$ cat src/design/ftz_pkg.sv
`timescale 1ns / 1ps
`default_nettype none

package ftz_pkg;

    // Input word: request kind and four raw sensor readings
    typedef struct packed {
        logic        req_type;
        logic [15:0] board_raw;
        logic [15:0] top_raw;
        logic [15:0] mid_raw;
        logic [15:0] lower_raw;
    } t_req;

    // Output word: fan command, zone, status and event pulses
    typedef struct packed {
        logic [7:0]        fan_value;
        logic              fan_write;
        logic              fan_via_table;
        logic [2:0]        zone;
        logic              status_error;
        logic signed [7:0] min_temp_out;
        logic signed [7:0] ctrl_temp_out;
        logic              irq_critical;
        logic              irq_hot;
        logic              irq_cold;
        logic              power_down_start;
        logic              heater_on;
    } t_res;

    // Fan drive levels and board options
    localparam logic [7:0] PWM_FULL        = 8'd255;
    localparam logic [7:0] PWM_LOW         = 8'd64;
    localparam logic [7:0] PWM_STOP        = 8'd0;
    localparam logic [7:0] PWM_SPAN        = PWM_FULL - PWM_LOW;
    localparam logic [7:0] SPIN_UP_TICKS   = 8'd4;
    localparam logic       HEATERS_PRESENT = 1'b1;
    localparam int         HYST_BAND       = 2;
    localparam logic signed [9:0] HYST_HALF = 10'(HYST_BAND / 2);

    // Ramp arithmetic widths: numerator and divisor fit 9 bits, product 17
    localparam int NUM_W     = 9;
    localparam int PROD_W    = 17;
    localparam int DIV_STEPS = PROD_W;
    localparam int CNT_W     = $clog2(DIV_STEPS + 1);

    // Zone codes
    localparam logic [2:0] ZONE_CRIT     = 3'd0;
    localparam logic [2:0] ZONE_WARN     = 3'd1;
    localparam logic [2:0] ZONE_REGULATE = 3'd2;
    localparam logic [2:0] ZONE_COLD     = 3'd3;
    localparam logic [2:0] ZONE_IDLE     = 3'd4;
    localparam logic [2:0] ZONE_TICK     = 3'd5;

    // Request kinds
    localparam logic REQ_MEASURE = 1'b0;
    localparam logic REQ_TICK    = 1'b1;

    // Configuration register indexes
    localparam logic [2:0] CFG_TARGET   = 3'd0;
    localparam logic [2:0] CFG_WARNING  = 3'd1;
    localparam logic [2:0] CFG_CRITICAL = 3'd2;
    localparam logic [2:0] CFG_FAN_OFF  = 3'd3;
    localparam logic [2:0] CFG_TOO_COLD = 3'd4;
    localparam logic [2:0] CFG_IRQ_EN   = 3'd5;
    localparam logic [2:0] CFG_OVERRIDE = 3'd6;

    // Configuration reset values
    localparam logic [7:0] RST_TARGET   = 8'd45;
    localparam logic [7:0] RST_WARNING  = 8'd70;
    localparam logic [7:0] RST_CRITICAL = 8'd85;
    localparam logic [7:0] RST_FAN_OFF  = 8'd30;
    localparam logic [7:0] RST_TOO_COLD = 8'd0;

endpackage

`default_nettype wire

$ cat src/design/ftz_div.sv
`timescale 1ns / 1ps
`default_nettype none

module ftz_div (
    input  wire logic                      i_clk,
    input  wire logic                      i_rst_n,
    input  wire logic                      i_start,
    input  wire logic [ftz_pkg::PROD_W-1:0] i_dividend,
    input  wire logic [ftz_pkg::NUM_W-1:0]  i_divisor,
    output logic                           o_done,
    output logic [ftz_pkg::PROD_W-1:0]      o_quotient
);
    import ftz_pkg::*;

    logic                 r_busy;
    logic [CNT_W-1:0]     r_cnt;
    logic [NUM_W:0]       r_rem;
    logic [PROD_W-1:0]    r_quo;
    logic [NUM_W-1:0]     r_div;

    logic [NUM_W:0]       w_rem_sh;
    logic                 w_ge;

    // Shift in the next dividend bit and try one subtract
    always_comb begin
        w_rem_sh = {r_rem[NUM_W-1:0], r_quo[PROD_W-1]};
        w_ge     = (w_rem_sh >= {1'b0, r_div});
    end

    // Restoring divider, one quotient bit per cycle
    always_ff @(posedge i_clk) begin
        if (!i_rst_n) begin
            r_busy <= 1'b0;
            r_cnt  <= '0;
        end else if (i_start) begin
            r_busy <= 1'b1;
            r_cnt  <= CNT_W'(DIV_STEPS);
            r_rem  <= '0;
            r_quo  <= i_dividend;
            r_div  <= i_divisor;
        end else if (r_busy) begin
            if (r_cnt != '0) begin
                r_cnt <= r_cnt - 1'b1;
                r_rem <= w_ge ? (w_rem_sh - {1'b0, r_div}) : w_rem_sh;
                r_quo <= {r_quo[PROD_W-2:0], w_ge};
            end else begin
                r_busy <= 1'b0;
            end
        end
    end

    assign o_done     = r_busy && (r_cnt == '0);
    assign o_quotient = r_quo;

endmodule

`default_nettype wire

$ cat src/design/fan_thermal_zone_controller.sv
`timescale 1ns / 1ps
`default_nettype none

// Fan and thermal zone controller. Each input word is either a set of four
// sensor readings or a spin-up tick; each produces exactly one output word
// with the fan command, thermal zone, status and event pulses. An accepted
// word waits in the done state until the output register is empty or its
// word is taken, and the input is free again as soon as it is loaded. A
// measurement that drives the linear fan ramp first forms the product, then
// runs through the bit-serial divider and then loads the output register.
// The input stalls while a word is in work, and also while a finished word
// cannot enter the output register because the word already there is
// stalled; once loaded, the output word waits there and the next input can
// already be taken. Write configuration only while the block is idle.
module fan_thermal_zone_controller (
    input  wire logic          i_clk,
    input  wire logic          i_rst_n,
    input  wire logic          i_in_valid,
    output logic               o_in_stall,
    input  wire ftz_pkg::t_req i_in_word,
    output logic               o_out_valid,
    input  wire logic          i_out_stall,
    output ftz_pkg::t_res      o_out_word,
    input  wire logic          i_cfg_we,
    input  wire logic [2:0]    i_cfg_idx,
    input  wire logic [7:0]    i_cfg_data
);
    import ftz_pkg::*;

    typedef enum logic [1:0] {
        ST_IDLE,
        ST_MUL,
        ST_DIV,
        ST_DONE
    } t_state;

    // Configuration registers
    logic signed [7:0] r_target, r_warning, r_critical, r_fan_off, r_too_cold;
    logic [2:0]        r_irq_en;
    logic              r_override;

    // Controller state
    t_state            r_state;
    logic              r_reg_act;
    logic              r_crit_lat;
    logic              r_spin_act;
    logic [7:0]        r_spin_cnt;

    // Word in work and output register
    t_res              r_pend;
    logic [NUM_W-1:0]  r_num;
    logic [NUM_W-1:0]  r_den;
    t_res              r_out;
    logic              r_out_valid;

    // Decode results of the word on the input
    t_res              w_res;
    logic              w_need_div;
    logic              w_reg_next;
    logic              w_crit_next;
    logic              w_spin_next;
    logic [7:0]        w_cnt_next;
    logic signed [7:0] w_s0, w_s1, w_s2, w_s3, w_mn;
    logic signed [9:0] w_t, w_tgt, w_warn, w_hi, w_lo, w_num, w_den;
    logic              w_may_drive;
    logic              w_accept;

    // Divider hookup
    logic              w_div_start;
    logic              w_div_done;
    logic [PROD_W-1:0] w_quo;
    logic [PROD_W-1:0] w_prod;
    logic [PROD_W:0]   w_sum;
    logic [7:0]        w_ramp;

    assign w_accept   = i_in_valid && !o_in_stall;
    assign o_in_stall = (r_state != ST_IDLE);

    // Classify the word and form its result
    always_comb begin
        w_s0 = signed'(i_in_word.board_raw[15:8]);
        w_s1 = signed'(i_in_word.top_raw[15:8]);
        w_s2 = signed'(i_in_word.mid_raw[15:8]);
        w_s3 = signed'(i_in_word.lower_raw[15:8]);
        w_mn = w_s0;
        if (w_s1 < w_mn) w_mn = w_s1;
        if (w_s2 < w_mn) w_mn = w_s2;
        if (w_s3 < w_mn) w_mn = w_s3;

        w_t    = 10'(w_s2);
        w_tgt  = 10'(r_target);
        w_warn = 10'(r_warning);
        w_hi   = w_tgt + HYST_HALF;
        w_lo   = w_tgt - HYST_HALF;
        w_num  = w_t - w_lo;
        w_den  = w_warn - w_lo;
        w_may_drive = !r_spin_act && !r_override;

        w_res       = '0;
        w_need_div  = 1'b0;
        w_reg_next  = r_reg_act;
        w_crit_next = r_crit_lat;
        w_spin_next = r_spin_act;
        w_cnt_next  = r_spin_cnt;

        if (i_in_word.req_type == REQ_TICK) begin
            w_res.zone = ZONE_TICK;
            if (r_spin_act) begin
                if (r_spin_cnt != 8'hFF) w_cnt_next = r_spin_cnt + 1'b1;
                if (r_spin_cnt >= SPIN_UP_TICKS - 8'd1) begin
                    w_res.fan_value = PWM_LOW;
                    w_res.fan_write = 1'b1;
                    w_spin_next     = 1'b0;
                end
            end
        end else begin
            w_res.min_temp_out  = w_mn;
            w_res.ctrl_temp_out = w_s2;
            w_reg_next = (w_t >= w_hi) || (r_reg_act && (w_t >= w_lo));

            if (w_s2 >= r_critical) begin
                w_res.zone         = ZONE_CRIT;
                w_res.irq_critical = r_irq_en[0];
                if (w_may_drive) begin
                    w_res.fan_value = PWM_FULL;
                    w_res.fan_write = 1'b1;
                end
                if (!r_crit_lat) begin
                    w_res.power_down_start = 1'b1;
                    w_crit_next            = 1'b1;
                end
            end else if (w_s2 >= r_warning) begin
                w_res.zone         = ZONE_WARN;
                w_res.status_error = 1'b1;
                w_res.irq_hot      = r_irq_en[1];
                if (w_may_drive) begin
                    w_res.fan_value = PWM_FULL;
                    w_res.fan_write = 1'b1;
                end
            end else if (w_s2 > r_fan_off) begin
                w_res.zone = ZONE_REGULATE;
                if (w_may_drive) begin
                    w_res.fan_write = 1'b1;
                    if (w_reg_next) begin
                        w_res.fan_via_table = 1'b1;
                        if (w_den <= 10'sd0) begin
                            w_res.fan_value = PWM_FULL;
                        end else if (w_num < 10'sd0) begin
                            w_res.fan_value = PWM_LOW;
                        end else begin
                            w_need_div = 1'b1;
                        end
                    end else begin
                        w_res.fan_value = PWM_LOW;
                    end
                end
            end else if (w_s2 <= r_too_cold) begin
                w_res.zone         = ZONE_COLD;
                w_res.status_error = 1'b1;
                w_res.fan_value    = PWM_STOP;
                w_res.fan_write    = 1'b1;
                w_res.irq_cold     = r_irq_en[2];
                w_res.heater_on    = HEATERS_PRESENT;
            end else begin
                w_res.zone = ZONE_IDLE;
                if (w_may_drive) begin
                    w_res.fan_value = PWM_STOP;
                    w_res.fan_write = 1'b1;
                end
            end
        end
    end

    // Ramp product feeds the divider register directly
    assign w_div_start = (r_state == ST_MUL);
    assign w_prod      = {{(PROD_W-NUM_W){1'b0}}, r_num} * {{(PROD_W-8){1'b0}}, PWM_SPAN};

    ftz_div u_div (
        .i_clk      (i_clk),
        .i_rst_n    (i_rst_n),
        .i_start    (w_div_start),
        .i_dividend (w_prod),
        .i_divisor  (r_den),
        .o_done     (w_div_done),
        .o_quotient (w_quo)
    );

    // Offset and clamp the quotient
    always_comb begin
        w_sum = {1'b0, w_quo} + (PROD_W+1)'(PWM_LOW);
        if (w_sum > (PROD_W+1)'(PWM_FULL)) begin
            w_ramp = PWM_FULL;
        end else if (w_sum < (PROD_W+1)'(PWM_LOW)) begin
            w_ramp = PWM_LOW;
        end else begin
            w_ramp = w_sum[7:0];
        end
    end

    // Sequencer, state and output register
    always_ff @(posedge i_clk) begin
        if (!i_rst_n) begin
            r_state     <= ST_IDLE;
            r_target    <= signed'(RST_TARGET);
            r_warning   <= signed'(RST_WARNING);
            r_critical  <= signed'(RST_CRITICAL);
            r_fan_off   <= signed'(RST_FAN_OFF);
            r_too_cold  <= signed'(RST_TOO_COLD);
            r_irq_en    <= '0;
            r_override  <= 1'b0;
            r_reg_act   <= 1'b0;
            r_crit_lat  <= 1'b0;
            r_spin_act  <= 1'b1;
            r_spin_cnt  <= '0;
            r_out_valid <= 1'b0;
        end else begin
            // Take configuration writes
            if (i_cfg_we) begin
                case (i_cfg_idx)
                    CFG_TARGET:   r_target   <= signed'(i_cfg_data);
                    CFG_WARNING:  r_warning  <= signed'(i_cfg_data);
                    CFG_CRITICAL: r_critical <= signed'(i_cfg_data);
                    CFG_FAN_OFF:  r_fan_off  <= signed'(i_cfg_data);
                    CFG_TOO_COLD: r_too_cold <= signed'(i_cfg_data);
                    CFG_IRQ_EN:   r_irq_en   <= i_cfg_data[2:0];
                    CFG_OVERRIDE: r_override <= i_cfg_data[0];
                    default: ;
                endcase
            end

            // Drop the output word once taken, unless a new one replaces it
            if (r_out_valid && !i_out_stall && (r_state != ST_DONE)) r_out_valid <= 1'b0;

            case (r_state)
                ST_IDLE: begin
                    if (w_accept) begin
                        r_pend     <= w_res;
                        r_num      <= w_num[NUM_W-1:0];
                        r_den      <= w_den[NUM_W-1:0];
                        r_reg_act  <= w_reg_next;
                        r_crit_lat <= w_crit_next;
                        r_spin_act <= w_spin_next;
                        r_spin_cnt <= w_cnt_next;
                        r_state    <= w_need_div ? ST_MUL : ST_DONE;
                    end
                end
                ST_MUL: begin
                    r_state <= ST_DIV;
                end
                ST_DIV: begin
                    if (w_div_done) begin
                        r_pend.fan_value <= w_ramp;
                        r_state          <= ST_DONE;
                    end
                end
                ST_DONE: begin
                    if (!r_out_valid || !i_out_stall) begin
                        r_out       <= r_pend;
                        r_out_valid <= 1'b1;
                        r_state     <= ST_IDLE;
                    end
                end
                default: r_state <= ST_IDLE;
            endcase
        end
    end

    assign o_out_valid = r_out_valid;
    assign o_out_word  = r_out;

    // Power-down latch never clears outside reset
    a_crit_sticky: assert property (@(posedge i_clk) disable iff (!i_rst_n)
        r_crit_lat |=> r_crit_lat)
        else $error("critical latch cleared");

    // Power-down pulse only from critical zone, and only while latch was clear
    a_pd_once: assert property (@(posedge i_clk) disable iff (!i_rst_n)
        (r_state == ST_DONE) && r_pend.power_down_start |->
            (r_pend.zone == ZONE_CRIT) && r_crit_lat)
        else $error("power down pulse outside first critical entry");

    // Table-driven commands stay within the ramp range
    a_ramp_range: assert property (@(posedge i_clk) disable iff (!i_rst_n)
        o_out_valid && o_out_word.fan_via_table |->
            (o_out_word.fan_value >= PWM_LOW) && o_out_word.fan_write &&
            (o_out_word.zone == ZONE_REGULATE))
        else $error("ramp value out of range");

    // No command means a zero fan value
    a_no_cmd: assert property (@(posedge i_clk) disable iff (!i_rst_n)
        o_out_valid && !o_out_word.fan_write |->
            (o_out_word.fan_value == PWM_STOP) && !o_out_word.fan_via_table)
        else $error("fan value without command");

    // Divider only finishes while the sequencer waits for it
    a_div_wait: assert property (@(posedge i_clk) disable iff (!i_rst_n)
        w_div_done |-> (r_state == ST_DIV))
        else $error("divider result outside divide state");

endmodule

`default_nettype wire

$ cat config.mk
export PLATFORM = sky130hd
export DESIGN_NAME = fan_thermal_zone_controller
export DESIGN_NICKNAME = d
export VERILOG_FILES = /design/src/design/ftz_pkg.sv /design/src/design/ftz_div.sv /design/src/design/fan_thermal_zone_controller.sv
export SDC_FILE = /design/constraint.sdc
export NUM_CORES = 1
export LEC_CHECK = 0
export ABC_CLOCK_PERIOD_IN_PS = 6550
export BUFFER_PORTS_ARGS = -buffer_cell sky130_fd_sc_hd__buf_2
export CORE_ASPECT_RATIO = 1.1
export CORE_UTILIZATION = 45
export DETAILED_ROUTE_END_ITERATION = 8
export PLACE_DENSITY = 0.64
export SETUP_SLACK_MARGIN = 0.2
export SLEW_MARGIN = 20
export SYNTH_ARGS = -nofsm -noshare
export SYNTH_HDL_FRONTEND = slang
export SYNTH_SLANG_ARGS = --single-unit
$ cat constraint.sdc
create_clock -name i_clk -period 6.55 [get_ports i_clk]
set_input_delay 0.655 -clock i_clk [delete_from_list [all_inputs] [get_ports i_clk]]
set_output_delay 0.655 -clock i_clk [all_outputs]
set_load 0.1 [all_outputs]
==> flow_summary_export.csv <==
group,metric,value,unit
run_status,status,"finished clean",
yosys,synth_ff_type,"edfxtp_1",
cts,post_cts_buffers,0,
yosys,async_flop_share,0,%
cts,ctsRootBufferMaster,"clkbuf_16",
yosys,synthTopCellsByArea,"edfxtp_1 (31%), ha_1 (14%), dfxtp_1 (11%), fa_1 (6.2%), inv_1 (4.5%)",
yosys,synth_top_cells_by_count,"inv_1 (143), ha_1 (138), edfxtp_1 (123)",
placed_design,portBuffers,85,
cts,cts.sinks,187,
placed_design,routabilityCongestion,0.870,
sta,setup_violations,0,
yosys,synth_area,12000,µm²
min_path,min_path_cells,0,
sta,max_freq,188,MHz
critical_path,crit_type,"in -> reg",
die,boundaryPins,118,
sta,drv_slew,0,
global_route,antenna_found_initial,0,
critical_path,cp_common_cell,"ha_1",
routing,routedWlPerCell,15.6,µm
die,row_count,62,
min_path,whs_endpoint,"o_out_word[7]$_DFFE_PP_",
die,die_y,173,µm
cts,clk_path_buf_depth,2,
yosys,syn_nets,1431,
sta,relSlewSlack,32.9,%
critical_path,critPathMaxStageDelay,0.66,ns
yosys,synth_edf_count,123,
critical_path,ff2ff_setup_slack,1.89,ns
routing,drtIter0Drc,465,
yosys,synthDistinctLibCells,61,
routing,drtAntennaViolNets,0,
yosys,ys_warn_count,0,
die,core,26100,µm²
power_and_ir_drop,leakage,5.68,nW
yosys,ys_ff_latch,187,
power_and_ir_drop,power_density,375,nW/µm²
layout,diodes,0,
routing,drt_first_pass_iters,5,
placed_design,hpwl,19100,µm
flow_run,cap_violations,0,
yosys,synth.most_common_cell,"inv_1",
global_route,grt_pass1_vias,8192,
min_path,hold_class,"reg -> reg",
sta,hold_viol_final,0,
sta,clock-skew-final,0.0140,ns
global_route,grt_max_degree,44,
min_path,hp-start,"r_pend[7]$_SDFFCE_PP0P_",
routing,wl,25300,µm
cts,cts_made_buffers,17,
layout,nets,1514,
yosys,netlist.area_leader.share,30.8,%
cts,cts_resized,0,
cts,cts_htree_levels,4,
global_route,grt_usage,19.6,%
cts,cts_hold_buf,0,
yosys,yosysTopAreaCell,"edfxtp_1",
cts,clk_pin_slew,0.07,ns
critical_path,r2r-end,"u_div.o_quotient[15]$_DFFE_PP_",
die,die_area,27300,µm²
critical_path,crit_path_end_kind,"flip-flop",
critical_path,start_kind,"primary input",
critical_path,cp_slowest_cell,"a211oi_2",
critical_path,cp.arrival,5.51,ns
sta,worstMarginPinSlew,1.00,ns
critical_path,reg2reg_from,"r_num[3]$_DFFE_PP_",
cts,clk-insertion-delay-late,0.44,ns
cts,tritoncts,"built",
critical_path,reg2reg_depth,15,
critical_path,cp_cell_sequence,"buf_2, inv_1, ha_1, a211oi_1, o21ai_0, a21oi_1, mux2i_1, ha_1, a21o_1, a21oi_1, nand3_1, a211oi_2, o21ai_0, o31a_1, ha_1, a21o_1, nand2_1, nand4b_1, a211oi_1, a21oi_4, mux2_2",
routing,viasPerCell,5.21,
sta,period_minus_slack,5.33,ns
sta,rsz0062_at_grt,"no",
yosys,ys_seq_area_share,41.5,%
routing,route.vias.total,8450,
sta,finalCritPeriodShare,81.4,%
routing,route.detailed.drc,0,
power_and_ir_drop,power,5.04,mW
layout,drive_gt1_share,13.3,%
critical_path,cp_max_fo,13,
layout,syn_to_final_growth,12.0,%
sta,setup_tns,0,ns
die,die_w,158,µm
critical_path,critPathRequiredTime,6.73,ns
yosys,avgSynthCellArea,10.2,µm²
yosys,synth_cells,1175,
layout,n_fill_cell,2367,
die,initial_core_util,45.9,%
global_route,grt_pass1_wl,41400,µm
power_and_ir_drop,worst_ir_drop_vdd,0.221,mV
global_route,grt-ovfl-total,0,
[critical path: cells and delay by family]
kind | cells | cell delay, ns
simple gates | 3 | 0.32
mux | 2 | 0.63
buf+inv | 2 | 0.16
fa+ha+maj | 3 | 0.85
compound gates | 11 | 2.89
[state kept, by name (all words and copies together), names as in the netlist, 9 cells and up]
signal and cells:
r_den 9, r_num 9, u_div.o_quotient 17, r_pend 35, o_out_word 35, u_div.r_div 9, u_div.r_rem 9
[worst max-delay path by stage]
stage                       start                        to  slack (ns)  cells past startpoint
global placement    i_in_word[58]  r_pend[17]$_SDFFCE_PP0P_        0.95                     21
floorplan           i_in_word[58]  r_pend[13]$_SDFFCE_PP0P_        1.29                     22
detailed placement  i_in_word[58]  r_pend[17]$_SDFFCE_PP0P_        0.78                     21
CTS                 i_in_word[58]  r_pend[17]$_SDFFCE_PP0P_        1.24                     21
finish              i_in_word[58]  r_pend[15]$_SDFFCE_PP0P_        1.22                     21
global route        i_in_word[58]  r_pend[17]$_SDFFCE_PP0P_        0.74                     21
[layout by cell type, fill, tap and decap left out, types with 4 or more instances in the layout]
master / count
a211oi_1: 9
a21boi_0: 10
a21o_1: 15
a21oi_1: 55
a31oi_1: 4
and2_1: 7
and3_1: 7
buf_2: 85
buf_4: 7
clkbuf_16: 20
dfxtp_1: 64
edfxtp_1: 123
fa_1: 37
ha_1: 138
inv_1: 143
inv_8: 4
mux2_2: 24
mux2i_1: 20
nand2_1: 112
nand2b_1: 12
nand3_1: 18
nand3b_1: 4
nand4_1: 12
nor2_1: 75
nor2b_1: 35
nor3_1: 20
nor3b_1: 6
o211ai_1: 18
o21a_1: 17
o21ai_0: 44
o22ai_1: 13
o31a_1: 5
o31ai_1: 6
or2_2: 7
or3_1: 8
xnor2_1: 23
xor2_1: 16
[cells by family after synthesis]
group | after synthesis | share of synthesized area [%]
compound gates | 216 | 11.8
buf+inv | 172 | 5.38
simple gates | 338 | 13.6
xor+xnor | 39 | 2.85
flops | 187 | 41.5
fa+ha+maj | 179 | 20.9
mux | 44 | 3.92
[stage by stage]
| stage | utilization (%) | hold slack [ns] | worst slack (ns) | area [µm²] | std cells |
|---|---|---|---|---|---|
| 2_1_floorplan | - | 0.400 | 1.29 | 12000 | 1175 |
| 3_3_place_gp | 49.1 | 0.400 | 0.948 | 12800 | 1591 |
| 3_5_place_dp | 49.1 | 0.405 | 0.776 | 12800 | 1591 |
| 4_1_cts | 51.4 | 0.415 | 1.24 | 13400 | 1623 |
| 5_1_grt | 51.4 | 0.420 | 0.743 | 13400 | 1623 |
| 6_report | 51.4 | 0.413 | 1.22 | 13400 | 1623 |
[cell type report]
cell class              instances  area (µm²)  share of cell area (%)
multi-input cells             816        6390                    47.6
flip-flops and latches        187        4970                    37.0
inverters                     144         541                    4.02
clock buffers                  21         505                    3.76
repair buffers                 92         478                    3.56
well taps                     352         440                    3.28
clock inverters                11         108                   0.801
[per-layer routing]
layer,GRT usage [%],wire length (µm),up-vias
met4,6.31,484,0
li1,-,-,4287
met1,26.0,11800,3961
met3,2.43,868,33
met2,32.9,12200,169
met5,0,0,-
[report_power, final]
group,internal [mW],total (mW),switching [mW]
clock network,0.574,1.07,0.491
logic,0.994,2.37,1.37
registers,1.51,1.61,0.0951
(Power assumes the default switching activity.)
